===== src/rtl/stq_pkg.sv =====
// Package for the sorted timer queue: transaction structs, entry layout,
// command, status and sequencer state encodings. No dependencies.
`timescale 1ns / 1ps

package stq_pkg;

  localparam int TIME_BITS = 48;
  localparam int ID_BITS   = 16;
  localparam int HDL_BITS  = 16;
  localparam int CNT_BITS  = 5;

  typedef enum logic [2:0] {
    CMD_SCHEDULE = 3'd0,
    CMD_CANCEL   = 3'd1,
    CMD_EXPIRE   = 3'd2,
    CMD_FIRST    = 3'd3,
    CMD_RESET    = 3'd4
  } cmd_t;

  typedef enum logic [1:0] {
    STAT_OK        = 2'd0,
    STAT_NOT_FOUND = 2'd1,
    STAT_EMPTY     = 2'd2,
    STAT_FULL      = 2'd3
  } status_t;

  typedef struct packed {
    logic [2:0]           command;
    logic [TIME_BITS-1:0] now_time;
    logic [TIME_BITS-1:0] delay;
    logic [TIME_BITS-1:0] repeat_interval;
    logic [ID_BITS-1:0]   target_id;
    logic [HDL_BITS-1:0]  task_handle;
  } in_t;

  typedef struct packed {
    logic [1:0]           status;
    logic                 is_expiry;
    logic [ID_BITS-1:0]   result_id;
    logic [HDL_BITS-1:0]  result_handle;
    logic [TIME_BITS-1:0] time_value;
    logic [CNT_BITS-1:0]  expired_count;
    logic                 last;
  } out_t;

  typedef struct packed {
    logic [TIME_BITS-1:0] expiry;
    logic [TIME_BITS-1:0] interval;
    logic [ID_BITS-1:0]   id;
    logic [HDL_BITS-1:0]  handle;
  } entry_t;

  typedef enum logic [4:0] {
    ST_IDLE,
    ST_SCHED_ADD,
    ST_INS_RD,
    ST_INS_CMP,
    ST_FIND_RD,
    ST_FIND_CMP,
    ST_REM_RD,
    ST_REM_WR,
    ST_FIRST_WAIT,
    ST_EXP_RD,
    ST_EXP_CMP,
    ST_SH_RD,
    ST_SH_WR,
    ST_RE_NEXT,
    ST_RE_ADD,
    ST_EMIT
  } state_t;

endpackage


===== src/rtl/sorted_timer_queue.sv =====
// Sorted timer queue: up to QUEUE_DEPTH timers kept in expiry order.
// Depends on stq_pkg and stq_mem.
`timescale 1ns / 1ps

// Usage:
// The input channel (in_valid/in_ready/in_data) takes one command per
// transaction; the output channel (out_valid/out_ready/out_data) returns its
// results. Every command gives one result with last set, except expire,
// which gives one result per expired timer and then a final result with the
// count and last set.
// The block works on one command at a time; in_ready is high only while the
// sequencer is idle. Timers sit in an entry memory with one read and one
// write port, and each entry visited is read, then compared or moved.
// Schedule walks the list from the tail (no walk when the queue is
// full), cancel and reset search from the head, and cancel then closes the
// gap; first reads the head entry and an unknown command needs no access.
// Expire reports each expired timer, closes the gap they leave, and gives
// each repeating timer a new expiry and an insertion walk.
// Reset (rst_n low, synchronous) empties the queue and zeroes the id counter
// at once; no clearing pass is needed. A finished result waits in the output
// register, and a stalled receiver only holds the sequencer when it has a
// further result to deliver.
module sorted_timer_queue
  import stq_pkg::*;
#(
  parameter int QUEUE_DEPTH = 16
) (
  input  logic clk,
  input  logic rst_n,
  input  logic in_valid,
  output logic in_ready,
  input  in_t  in_data,
  output logic out_valid,
  input  logic out_ready,
  output out_t out_data
);

  localparam int AW = $clog2(QUEUE_DEPTH);
  localparam int CW = $clog2(QUEUE_DEPTH + 1);
  localparam int EW = $bits(entry_t);

  state_t             state_r, state_nxt, ret_r, ret_nxt;
  in_t                in_r, in_nxt;
  logic [CW-1:0]      cnt_r, cnt_nxt;
  logic [ID_BITS-1:0] idc_r, idc_nxt;
  logic [CW-1:0]      idx_r, idx_nxt;
  logic [CW-1:0]      nexp_r, nexp_nxt;
  logic [CW-1:0]      nre_r, nre_nxt;
  logic [CW-1:0]      rei_r, rei_nxt;
  logic               reins_r, reins_nxt;
  entry_t             new_r, new_nxt;
  out_t               res_r, res_nxt;
  out_t               out_r, out_nxt;
  logic               out_valid_r, out_valid_nxt;

  logic               e_we, s_we;
  logic [AW-1:0]      e_wa, e_ra, s_wa, s_ra;
  entry_t             e_wd, s_wd;
  logic [EW-1:0]      e_rd_raw, s_rd_raw;
  entry_t             e_rd, s_rd;

  // Shared arithmetic: one saturating adder and one less-or-equal compare.
  logic [TIME_BITS-1:0] add_b, add_res, cmp_key;
  logic [TIME_BITS:0]   add_sum;
  logic                 cmp_le;
  logic [ID_BITS-1:0]   idc_inc;
  logic [CW:0]          sh_src;
  logic [CW+CNT_BITS-1:0] nexp_wide;

  stq_mem #(.DEPTH(QUEUE_DEPTH), .WIDTH(EW)) u_entries (
    .clk(clk), .we(e_we), .waddr(e_wa), .wdata(e_wd),
    .raddr(e_ra), .rdata(e_rd_raw)
  );

  stq_mem #(.DEPTH(QUEUE_DEPTH), .WIDTH(EW)) u_stash (
    .clk(clk), .we(s_we), .waddr(s_wa), .wdata(s_wd),
    .raddr(s_ra), .rdata(s_rd_raw)
  );

  assign e_rd = entry_t'(e_rd_raw);
  assign s_rd = entry_t'(s_rd_raw);

  assign add_b   = (state_r == ST_SCHED_ADD) ? in_r.delay : s_rd.interval;
  assign add_sum = {1'b0, in_r.now_time} + {1'b0, add_b};
  assign add_res = add_sum[TIME_BITS] ? '1 : add_sum[TIME_BITS-1:0];

  assign cmp_key = (state_r == ST_INS_CMP) ? new_r.expiry : in_r.now_time;
  assign cmp_le  = (e_rd.expiry <= cmp_key);

  assign idc_inc   = idc_r + 1'b1;
  assign sh_src    = {1'b0, idx_r} + {1'b0, nexp_r};
  assign nexp_wide = (CW + CNT_BITS)'(nexp_r);

  assign in_ready  = (state_r == ST_IDLE);
  assign out_valid = out_valid_r;
  assign out_data  = out_r;

  always_ff @(posedge clk) begin
    if (!rst_n) begin
      state_r     <= ST_IDLE;
      ret_r       <= ST_IDLE;
      cnt_r       <= '0;
      idc_r       <= '0;
      out_valid_r <= 1'b0;
      reins_r     <= 1'b0;
    end else begin
      state_r     <= state_nxt;
      ret_r       <= ret_nxt;
      cnt_r       <= cnt_nxt;
      idc_r       <= idc_nxt;
      out_valid_r <= out_valid_nxt;
      reins_r     <= reins_nxt;
    end
  end

  always_ff @(posedge clk) begin
    in_r   <= in_nxt;
    idx_r  <= idx_nxt;
    nexp_r <= nexp_nxt;
    nre_r  <= nre_nxt;
    rei_r  <= rei_nxt;
    new_r  <= new_nxt;
    res_r  <= res_nxt;
    out_r  <= out_nxt;
  end

  always_comb begin
    state_nxt     = state_r;
    ret_nxt       = ret_r;
    in_nxt        = in_r;
    cnt_nxt       = cnt_r;
    idc_nxt       = idc_r;
    idx_nxt       = idx_r;
    nexp_nxt      = nexp_r;
    nre_nxt       = nre_r;
    rei_nxt       = rei_r;
    reins_nxt     = reins_r;
    new_nxt       = new_r;
    res_nxt       = res_r;
    out_nxt       = out_r;
    out_valid_nxt = out_valid_r && !out_ready;
    e_we = 1'b0;
    e_wa = idx_r[AW-1:0];
    e_wd = new_r;
    e_ra = idx_r[AW-1:0];
    s_we = 1'b0;
    s_wa = nre_r[AW-1:0];
    s_wd = e_rd;
    s_ra = rei_r[AW-1:0];

    case (state_r)
      ST_IDLE: begin
        if (in_valid) begin
          in_nxt  = in_data;
          res_nxt = '0;
          res_nxt.last = 1'b1;
          ret_nxt = ST_IDLE;
          idx_nxt = '0;
          case (in_data.command)
            CMD_SCHEDULE: begin
              if (cnt_r == CW'(QUEUE_DEPTH)) begin
                res_nxt.status = STAT_FULL;
                state_nxt = ST_EMIT;
              end else begin
                idc_nxt   = (idc_inc == '0) ? ID_BITS'(1) : idc_inc;
                state_nxt = ST_SCHED_ADD;
              end
            end
            CMD_CANCEL, CMD_RESET: state_nxt = ST_FIND_RD;
            CMD_EXPIRE: begin
              nre_nxt   = '0;
              state_nxt = ST_EXP_RD;
            end
            CMD_FIRST: begin
              if (cnt_r == '0) begin
                res_nxt.status = STAT_EMPTY;
                state_nxt = ST_EMIT;
              end else begin
                e_ra      = '0;
                state_nxt = ST_FIRST_WAIT;
              end
            end
            default: state_nxt = ST_EMIT;
          endcase
        end
      end

      ST_SCHED_ADD: begin
        new_nxt.expiry   = add_res;
        new_nxt.interval = in_r.repeat_interval;
        new_nxt.id       = idc_r;
        new_nxt.handle   = in_r.task_handle;
        idx_nxt          = cnt_r;
        reins_nxt        = 1'b0;
        state_nxt        = ST_INS_RD;
      end

      // Walk down from the tail, moving later entries up by one slot.
      ST_INS_RD: begin
        if (idx_r == '0) begin
          e_we    = 1'b1;
          cnt_nxt = cnt_r + 1'b1;
          if (reins_r) begin
            state_nxt = ST_RE_NEXT;
          end else begin
            res_nxt.result_id = new_r.id;
            state_nxt = ST_EMIT;
          end
        end else begin
          e_ra      = AW'(idx_r - 1'b1);
          state_nxt = ST_INS_CMP;
        end
      end

      ST_INS_CMP: begin
        e_we = 1'b1;
        if (cmp_le) begin
          cnt_nxt = cnt_r + 1'b1;
          if (reins_r) begin
            state_nxt = ST_RE_NEXT;
          end else begin
            res_nxt.result_id = new_r.id;
            state_nxt = ST_EMIT;
          end
        end else begin
          e_wd      = e_rd;
          idx_nxt   = idx_r - 1'b1;
          state_nxt = ST_INS_RD;
        end
      end

      ST_FIND_RD: begin
        if (idx_r == cnt_r) begin
          if (in_r.command == CMD_RESET) begin
            res_nxt.status = STAT_NOT_FOUND;
          end
          state_nxt = ST_EMIT;
        end else begin
          state_nxt = ST_FIND_CMP;
        end
      end

      ST_FIND_CMP: begin
        if (e_rd.id == in_r.target_id) begin
          if (in_r.command == CMD_RESET) begin
            e_we          = 1'b1;
            e_wd          = e_rd;
            e_wd.interval = in_r.repeat_interval;
            state_nxt     = ST_EMIT;
          end else begin
            state_nxt = ST_REM_RD;
          end
        end else begin
          idx_nxt   = idx_r + 1'b1;
          state_nxt = ST_FIND_RD;
        end
      end

      // Close the gap left by a cancelled entry.
      ST_REM_RD: begin
        if ({1'b0, idx_r} + 1'b1 >= {1'b0, cnt_r}) begin
          cnt_nxt   = cnt_r - 1'b1;
          state_nxt = ST_EMIT;
        end else begin
          e_ra      = AW'(idx_r + 1'b1);
          state_nxt = ST_REM_WR;
        end
      end

      ST_REM_WR: begin
        e_we      = 1'b1;
        e_wd      = e_rd;
        idx_nxt   = idx_r + 1'b1;
        state_nxt = ST_REM_RD;
      end

      ST_FIRST_WAIT: begin
        res_nxt.time_value = e_rd.expiry;
        state_nxt = ST_EMIT;
      end

      // Expired timers form a prefix of the list; report them in order
      // and keep the repeating ones aside for reinsertion.
      ST_EXP_RD: begin
        if (idx_r == cnt_r) begin
          nexp_nxt  = idx_r;
          idx_nxt   = '0;
          state_nxt = ST_SH_RD;
        end else begin
          state_nxt = ST_EXP_CMP;
        end
      end

      ST_EXP_CMP: begin
        if (cmp_le) begin
          res_nxt               = '0;
          res_nxt.is_expiry     = 1'b1;
          res_nxt.result_id     = e_rd.id;
          res_nxt.result_handle = e_rd.handle;
          if (e_rd.interval != '0) begin
            s_we    = 1'b1;
            nre_nxt = nre_r + 1'b1;
          end
          idx_nxt   = idx_r + 1'b1;
          ret_nxt   = ST_EXP_RD;
          state_nxt = ST_EMIT;
        end else begin
          nexp_nxt  = idx_r;
          idx_nxt   = '0;
          state_nxt = ST_SH_RD;
        end
      end

      ST_SH_RD: begin
        if (sh_src >= {1'b0, cnt_r}) begin
          cnt_nxt   = cnt_r - nexp_r;
          rei_nxt   = '0;
          state_nxt = ST_RE_NEXT;
        end else begin
          e_ra      = sh_src[AW-1:0];
          state_nxt = ST_SH_WR;
        end
      end

      ST_SH_WR: begin
        e_we      = 1'b1;
        e_wd      = e_rd;
        idx_nxt   = idx_r + 1'b1;
        state_nxt = ST_SH_RD;
      end

      ST_RE_NEXT: begin
        if (rei_r == nre_r) begin
          res_nxt               = '0;
          res_nxt.expired_count = nexp_wide[CNT_BITS-1:0];
          res_nxt.last          = 1'b1;
          ret_nxt               = ST_IDLE;
          state_nxt             = ST_EMIT;
        end else begin
          state_nxt = ST_RE_ADD;
        end
      end

      ST_RE_ADD: begin
        new_nxt        = s_rd;
        new_nxt.expiry = add_res;
        idx_nxt        = cnt_r;
        reins_nxt      = 1'b1;
        rei_nxt        = rei_r + 1'b1;
        state_nxt      = ST_INS_RD;
      end

      ST_EMIT: begin
        if (!out_valid_r || out_ready) begin
          out_nxt       = res_r;
          out_valid_nxt = 1'b1;
          state_nxt     = ret_r;
        end
      end

      default: state_nxt = ST_IDLE;
    endcase
  end

endmodule


===== src/rtl/stq_mem.sv =====
// Single-port-write, single-port-read memory with registered read data.
// Holds timer entries for the sorted timer queue; no package dependency.
`timescale 1ns / 1ps

module stq_mem #(
  parameter int DEPTH = 16,
  parameter int WIDTH = 128
) (
  input  logic                     clk,
  input  logic                     we,
  input  logic [$clog2(DEPTH)-1:0] waddr,
  input  logic [WIDTH-1:0]         wdata,
  input  logic [$clog2(DEPTH)-1:0] raddr,
  output logic [WIDTH-1:0]         rdata
);

  logic [WIDTH-1:0] mem [DEPTH];

  always_ff @(posedge clk) begin
    if (we) begin
      mem[waddr] <= wdata;
    end
    rdata <= mem[raddr];
  end

endmodule


===== config.mk =====
export PLATFORM = sky130hd
export DESIGN_NAME = sorted_timer_queue
export DESIGN_NICKNAME = d
export VERILOG_FILES = /design/src/rtl/stq_pkg.sv /design/src/rtl/sorted_timer_queue.sv /design/src/rtl/stq_mem.sv
export SDC_FILE = /design/constraint.sdc
export NUM_CORES = 2
export LEC_CHECK = 0
export BUFFER_PORTS_ARGS = -buffer_cell sky130_fd_sc_hd__clkbuf_2
export CAP_MARGIN = 25
export CELL_PAD_IN_SITES_DETAIL_PLACEMENT = 1
export CELL_PAD_IN_SITES_GLOBAL_PLACEMENT = 1
export CORE_UTILIZATION = 31
export DETAILED_ROUTE_END_ITERATION = 10
export GPL_TIMING_DRIVEN = 0
export PLACE_DENSITY_LB_ADDON = 0.1
export SLEW_MARGIN = 20
export SYNTH_ARGS = -nofsm -noshare
export SYNTH_HDL_FRONTEND = slang
export SYNTH_HIERARCHICAL = 1
export SYNTH_SLANG_ARGS = --single-unit

===== constraint.sdc =====
create_clock -name clk -period 15.2 [get_ports clk]
set_clock_uncertainty 0.1 [all_clocks]
set_input_delay 0.76 -clock clk [delete_from_list [all_inputs] [get_ports clk]]
set_output_delay 0.76 -clock clk [all_outputs]
set_load 0.01 [all_outputs]

**Yosys cells after proc, flatten, opt, wreduce, memory -nomap -nowiden**

Memory sizes are Yosys's and may differ from the RTL's. A register that Yosys moved wholly into a read port is not among the register bits.
Index checks and enable logic that the tools add are counted.

- Bits in registers: 538
- Bits in writable memories: 4,096
- Bits of input ports: 183
- Output and inout port bits: 91
- Logic and storage cells: 216
- Memories kept: 2

- $add $sub $neg: 11
- Order comparisons: 3
- Equal/unequal tests: 40
- Multiplexer cells: 88
- Bitwise logic cells: 1
- Reduce and logical (&&, ||, !) cells: 37

Memories:

| memory | depth | bits a word | rd ports | clocked after Yosys merged registers in | wr ports | line | text |
|---|---|---|---|---|---|---|---|
| u_entries.mem | 16 | 128 | 1 | 1 | 1 | stq_mem.sv:17 | `logic [WIDTH-1:0] mem [DEPTH];` |
| u_stash.mem | 16 | 128 | 1 | 1 | 1 | stq_mem.sv:17 |  |

Operator list:

| operator | number |
|---|---|
| $mux 128 | 3 |
| $pmux 128 s3 | 1 |
| $mux 89 | 3 |
| $pmux 128 s2 | 1 |
| $pmux 48 s4 | 1 |
| $mux 48 | 3 |
| $mux 5 | 22 |
| $pmux 16 s5 | 1 |
| $pmux 5 s15 | 1 |
| $mux 16 | 4 |
| $add 48x48->49 | 1 |
| $le 48x48->1 | 1 |
| $pmux 16 s3 | 1 |
| $reduce_bool 48->1 | 1 |
| $mux 4 | 11 |
| $eq 5x4->1 const B | 8 |
| $pmux 5 s4 | 2 |
| $pmux 5 s7 | 1 |
| $ne 2x2->1 const B | 15 |
| $pmux 5 s2 | 3 |
| $add 5x1->5 const B | 4 |
| $eq 5x3->1 const B | 4 |
| $pmux 6 s3 | 1 |
| $add 16x1->16 const B | 1 |
| other kinds (42) | 86 |

**Logic depth before layout (Yosys ltp)**

- Depth after elaboration: 7
- Gate-level depth with buffers: 21
- Gate-level depth less buffers: 17

**Hierarchy**

Netlist, hierarchy kept.

By module, submodules not included:

| module | instances | cells an instance | area an instance (um2) | seq. area each (um2) |
|---|---|---|---|---|
| stq_mem | 2 | 3,365 | 79,331.1 | 64,061.4 |
| sorted_timer_queue | 1 | 2,220 | 27,407.5 | 15,725.1 |

**Least setup slack after synthesis**

OpenSTA, ideal clock, no wires.

- Path type: reg-to-reg
- Start: register state_r[0]
- End: memory u_stash.mem[0][0], enable pin
- Library setup time: 772 ps
- Data arrival time: 12,938 ps
- Required time: 14,328 ps
- Slack: 1,390 ps
- Cell stages (with the launch flop): 19
- Path buffers: 3
- Period minus slack after synthesis: 13,810 ps
- Cells stage by stage: dfxtp_1 -> clkbuf_1 -> nand2_1 -> nor2_1 -> clkbuf_1 -> mux2i_1 -> ha_1 -> a21o_1 -> a21o_1 -> a21oi_1 -> o21ai_1 -> a221o_1 -> o21a_1 -> and2_4 -> buf_2 -> nand2b_1 -> nor2_1 -> or3b_2 -> nor3_1

- Cells in the longest elaborated chain, start to end: 7
- Elaborated cells on any way between the ends: 8
- Classes of those cells: order compare (1); eq/ne (2); mux (5)

RTL lines:

| item | line | text |
|---|---|---|
| start, declared | sorted_timer_queue.sv:42 | `state_t state_r, state_nxt, ret_r, ret_nxt;` |
| start signal, assigned | sorted_timer_queue.sv:107 | `state_r <= state_nxt;` |
| $eq 5x2->1 | sorted_timer_queue.sv:87 | `assign cmp_key = (state_r == ST_INS_CMP) ? new_r.expiry : in_r.now_time;` |
| $mux 48 | sorted_timer_queue.sv:87 |  |
| $le 48x48->1 | sorted_timer_queue.sv:88 | `assign cmp_le = (e_rd.expiry <= cmp_key);` |
| $mux 1 | sorted_timer_queue.sv:295 | `if (cmp_le) begin` |
| $mux 1 * | sorted_timer_queue.sv:151 | `case (state_r)` |
| net s_we | sorted_timer_queue.sv:56 | `logic e_we, s_we;` |
| $mux 1 * | stq_mem.sv:20 | `if (we) begin` |
| $mux 1 (implied by the code) * | stq_mem.sv:21 | `mem[waddr] <= wdata;` |
| end, declared | stq_mem.sv:17 |  |

The timed path passes the listed nets; every way through them passes the cells marked *.

**Worst setup path in the final report**

- Start: register state_r[0]
- End: memory u_stash.mem[8][41], enable pin

Same word-level chain as after synthesis.

==> impl_metrics.toml <==
[status]
status = "complete, no violations"

[min_path]
hp-class = "input port to flip-flop"

[logic_synthesis]
syn_nets = 8040
synthCells = 7734
syn_avg_cell_area_um2 = 20.2
ys_warn_count = 6
syn-cell-area_mm2 = 0.157

[cts]
cts_hold_buffers = 179
cts_buffers = 455
clk_latency_ns = 1.04
clockBufferDepth = 4
cts_sinks = 4069
root_buffer = "clkbuf_16"
path_clk_slew_ns = 0.06
post_cts_buffers = 0
cts_tree = "yes"
htree_num_levels = 5
cts_resized = 0

[finish]
multiInputGateArea_mm2 = 0.0347
fin_nets = 9392
area_delta_synth_final_pct = 22.0
nFillCells = 48641
final-seq-area_mm2 = 0.120
drive_gt1_frac = 0.270

[floorplanning]
die_height_um = 713
dieArea_mm2 = 0.508
row_count = 260
boundaryPins = 274
initial_utilization = 0.312
design.core.area_mm2 = 0.502
die_x_um = 713

[pwr]
ir_drop_mv = 0.129
p_int_mw = 25.3
p_seq_frac = 0.412
p_sw_frac = 0.349
power_switching_mw = 13.6
clock_power_share = 0.291
power_leakage_nw = 63.4
power_frac_comb = 0.298
cellPowerDensity_mw_per_mm2 = 203

[routing]
drtAntennaViolNets = 0
vias_per_cell = 5.23
dr.pass1.iters = 6
routed_wl_um = 571000
drt_iter0_drc = 8562
drc = 0
via_count = 84755
wire_per_inst_um = 35.2

[sta]
setup_tns_ns = 0
fin_crit_ns = 10.21
hold_violations = 0
rsz0062_at_grt = "no"
relSlewSlack = 0.247
worst_pin_slew_ns = 1.13
maxSlewViolCount = 0
max_freq_mhz = 98.0
setup_viol = 0
hold_ws_ns = 0.258
timing.final.crit_share = 0.672

[setup_path]
crit_fanout = 10
worstPathRequired_ns = 15.81
worstPathArrival_ns = 10.82
endpoint_kind = "flip-flop"
critical_path_class = "flip-flop to flip-flop"
start_kind = "flip-flop"

[place]
io_buffers = 273
hpwl_um = 414000
gp_congestion = 0.807

[global_route]
grt_usage = 0.221
antenna_found_initial = 72
grt_pass1_vias = 87709
grt_pass1_wl_um = 768000
grt_overflow = 0
grt_max_degree = 44

[flow_run]
max-cap-violations = 0
[per-stage QoR]
| stage | util | worst slack, ns | power, mW | cells | cell area (um2) |
|---|---|---|---|---|---|
| after floorplan | - | 3.21 | 21.9 | 7734 | 157000 |
| final | 0.380 | 4.99 | 38.8 | 16200 | 191000 |
| after global routing | 0.380 | 4.99 | 40.3 | 16172 | 191000 |
| after detailed placement | 0.345 | 5.24 | 27.8 | 15117 | 173000 |
| after CTS | 0.380 | 5.20 | 39.2 | 16157 | 191000 |
| after global placement | 0.331 | -18.09 | 27.5 | 14688 | 166000 |
[final cells by class]
class / count / area share
Tap cell: 6681 / 0.0438
Buffer: 425 / 0.0116
Multi-Input combinational cell: 3195 / 0.182
Clock buffer: 634 / 0.0671
Inverter: 45 / 0.000885
Clock inverter: 227 / 0.0135
Sequential cell: 4069 / 0.628
Timing Repair Buffer: 895 / 0.0534
Antenna cell: 29 / 0.000380
[layer usage]
layer	GRT usage	routed length, um	share of wire
met2	0.361	271000	0.48
met4	0.0574	16300	0.029
met1	0.311	253000	0.44
met3	0.0292	30400	0.053
met5	0	22	0.000039
[registers in the layout, summed over array words and instances, names as in the netlist]
name	flops
cnt_r	5
idc_r	16
idx_r	5
in_r	179
new_r	128
nexp_r	5
nre_r	5
out_data	89
out_valid	1
rei_r	5
reins_r	1
res_r	89
ret_r	1
state_r	4
u_entries/mem	2048
u_entries/rdata	128
u_stash/mem	1280
u_stash/rdata	80
[critical path, cell delays in order (launching register included)]
cell,delay [ns]
dfxtp_1,0.31
clkbuf_1,0.44
clkinv_1,0.44
nor2_1,0.88
nand2_1,0.90
clkbuf_2,0.64
mux2i_1,0.23
ha_1,0.33
nand4_1,0.17
nor4_2,0.74
nand4b_1,0.85
o21a_1,0.38
and2_4,0.20
buf_2,0.20
nand2b_1,0.24
nor2_1,0.30
nand3b_1,0.39
nor3_2,0.74
buf_4,0.32
buf_4,0.21
buf_4,0.22
buf_4,0.22
buf_4,0.23
buf_6,0.17
[power by group through the flow]
stage               sequential (mW)  combinational, mW  clock (mW)
floorplan                      15.4               6.51           0
global placement               16.6               10.9           0
detailed placement             16.3               11.5           0
CTS                            16.1               11.6        11.6
global route                   16.1               12.2        11.9
finish                         16.0               11.6        11.3
[cells in the final DEF (no fill, tap or decap), types with 68 or more instances in the layout]
master,instances
a21oi_1,135
a22oi_1,359
and2_1,68
and3_1,76
buf_12,122
buf_16,87
buf_2,107
buf_4,171
buf_6,92
clkbuf_1,314
clkbuf_16,464
clkbuf_2,311
clkinv_2,72
dfxtp_1,228
dlygate4sd3_1,179
edfxtp_1,3833
ha_1,120
mux2_1,72
mux2_2,88
mux2i_1,197
mux4_2,773
nand2_1,461
nor2_1,104
[worst paths after layout]
| path | startpoint | endpoint | slack, ns | depth (start not counted) |
|---|---|---|---|---|
| worst min-delay path | rst_n | cnt_r[0]$_SDFFE_PN0P_ | 0.26 | 3 |
| worst min register to register | res_r[51]$_SDFFCE_PN0P_ | out_data[51]$_DFFE_PP_ | 0.32 | 0 |
| worst max-delay path | state_r[0]$_SDFFE_PN0P_ | u_stash/mem[8][41]$_DFFE_PP_ | 4.99 | 23 |
| worst max register to register | state_r[0]$_SDFFE_PN0P_ | u_stash/mem[8][41]$_DFFE_PP_ | 4.99 | 23 |
Power figures use the tool's default switching activity.
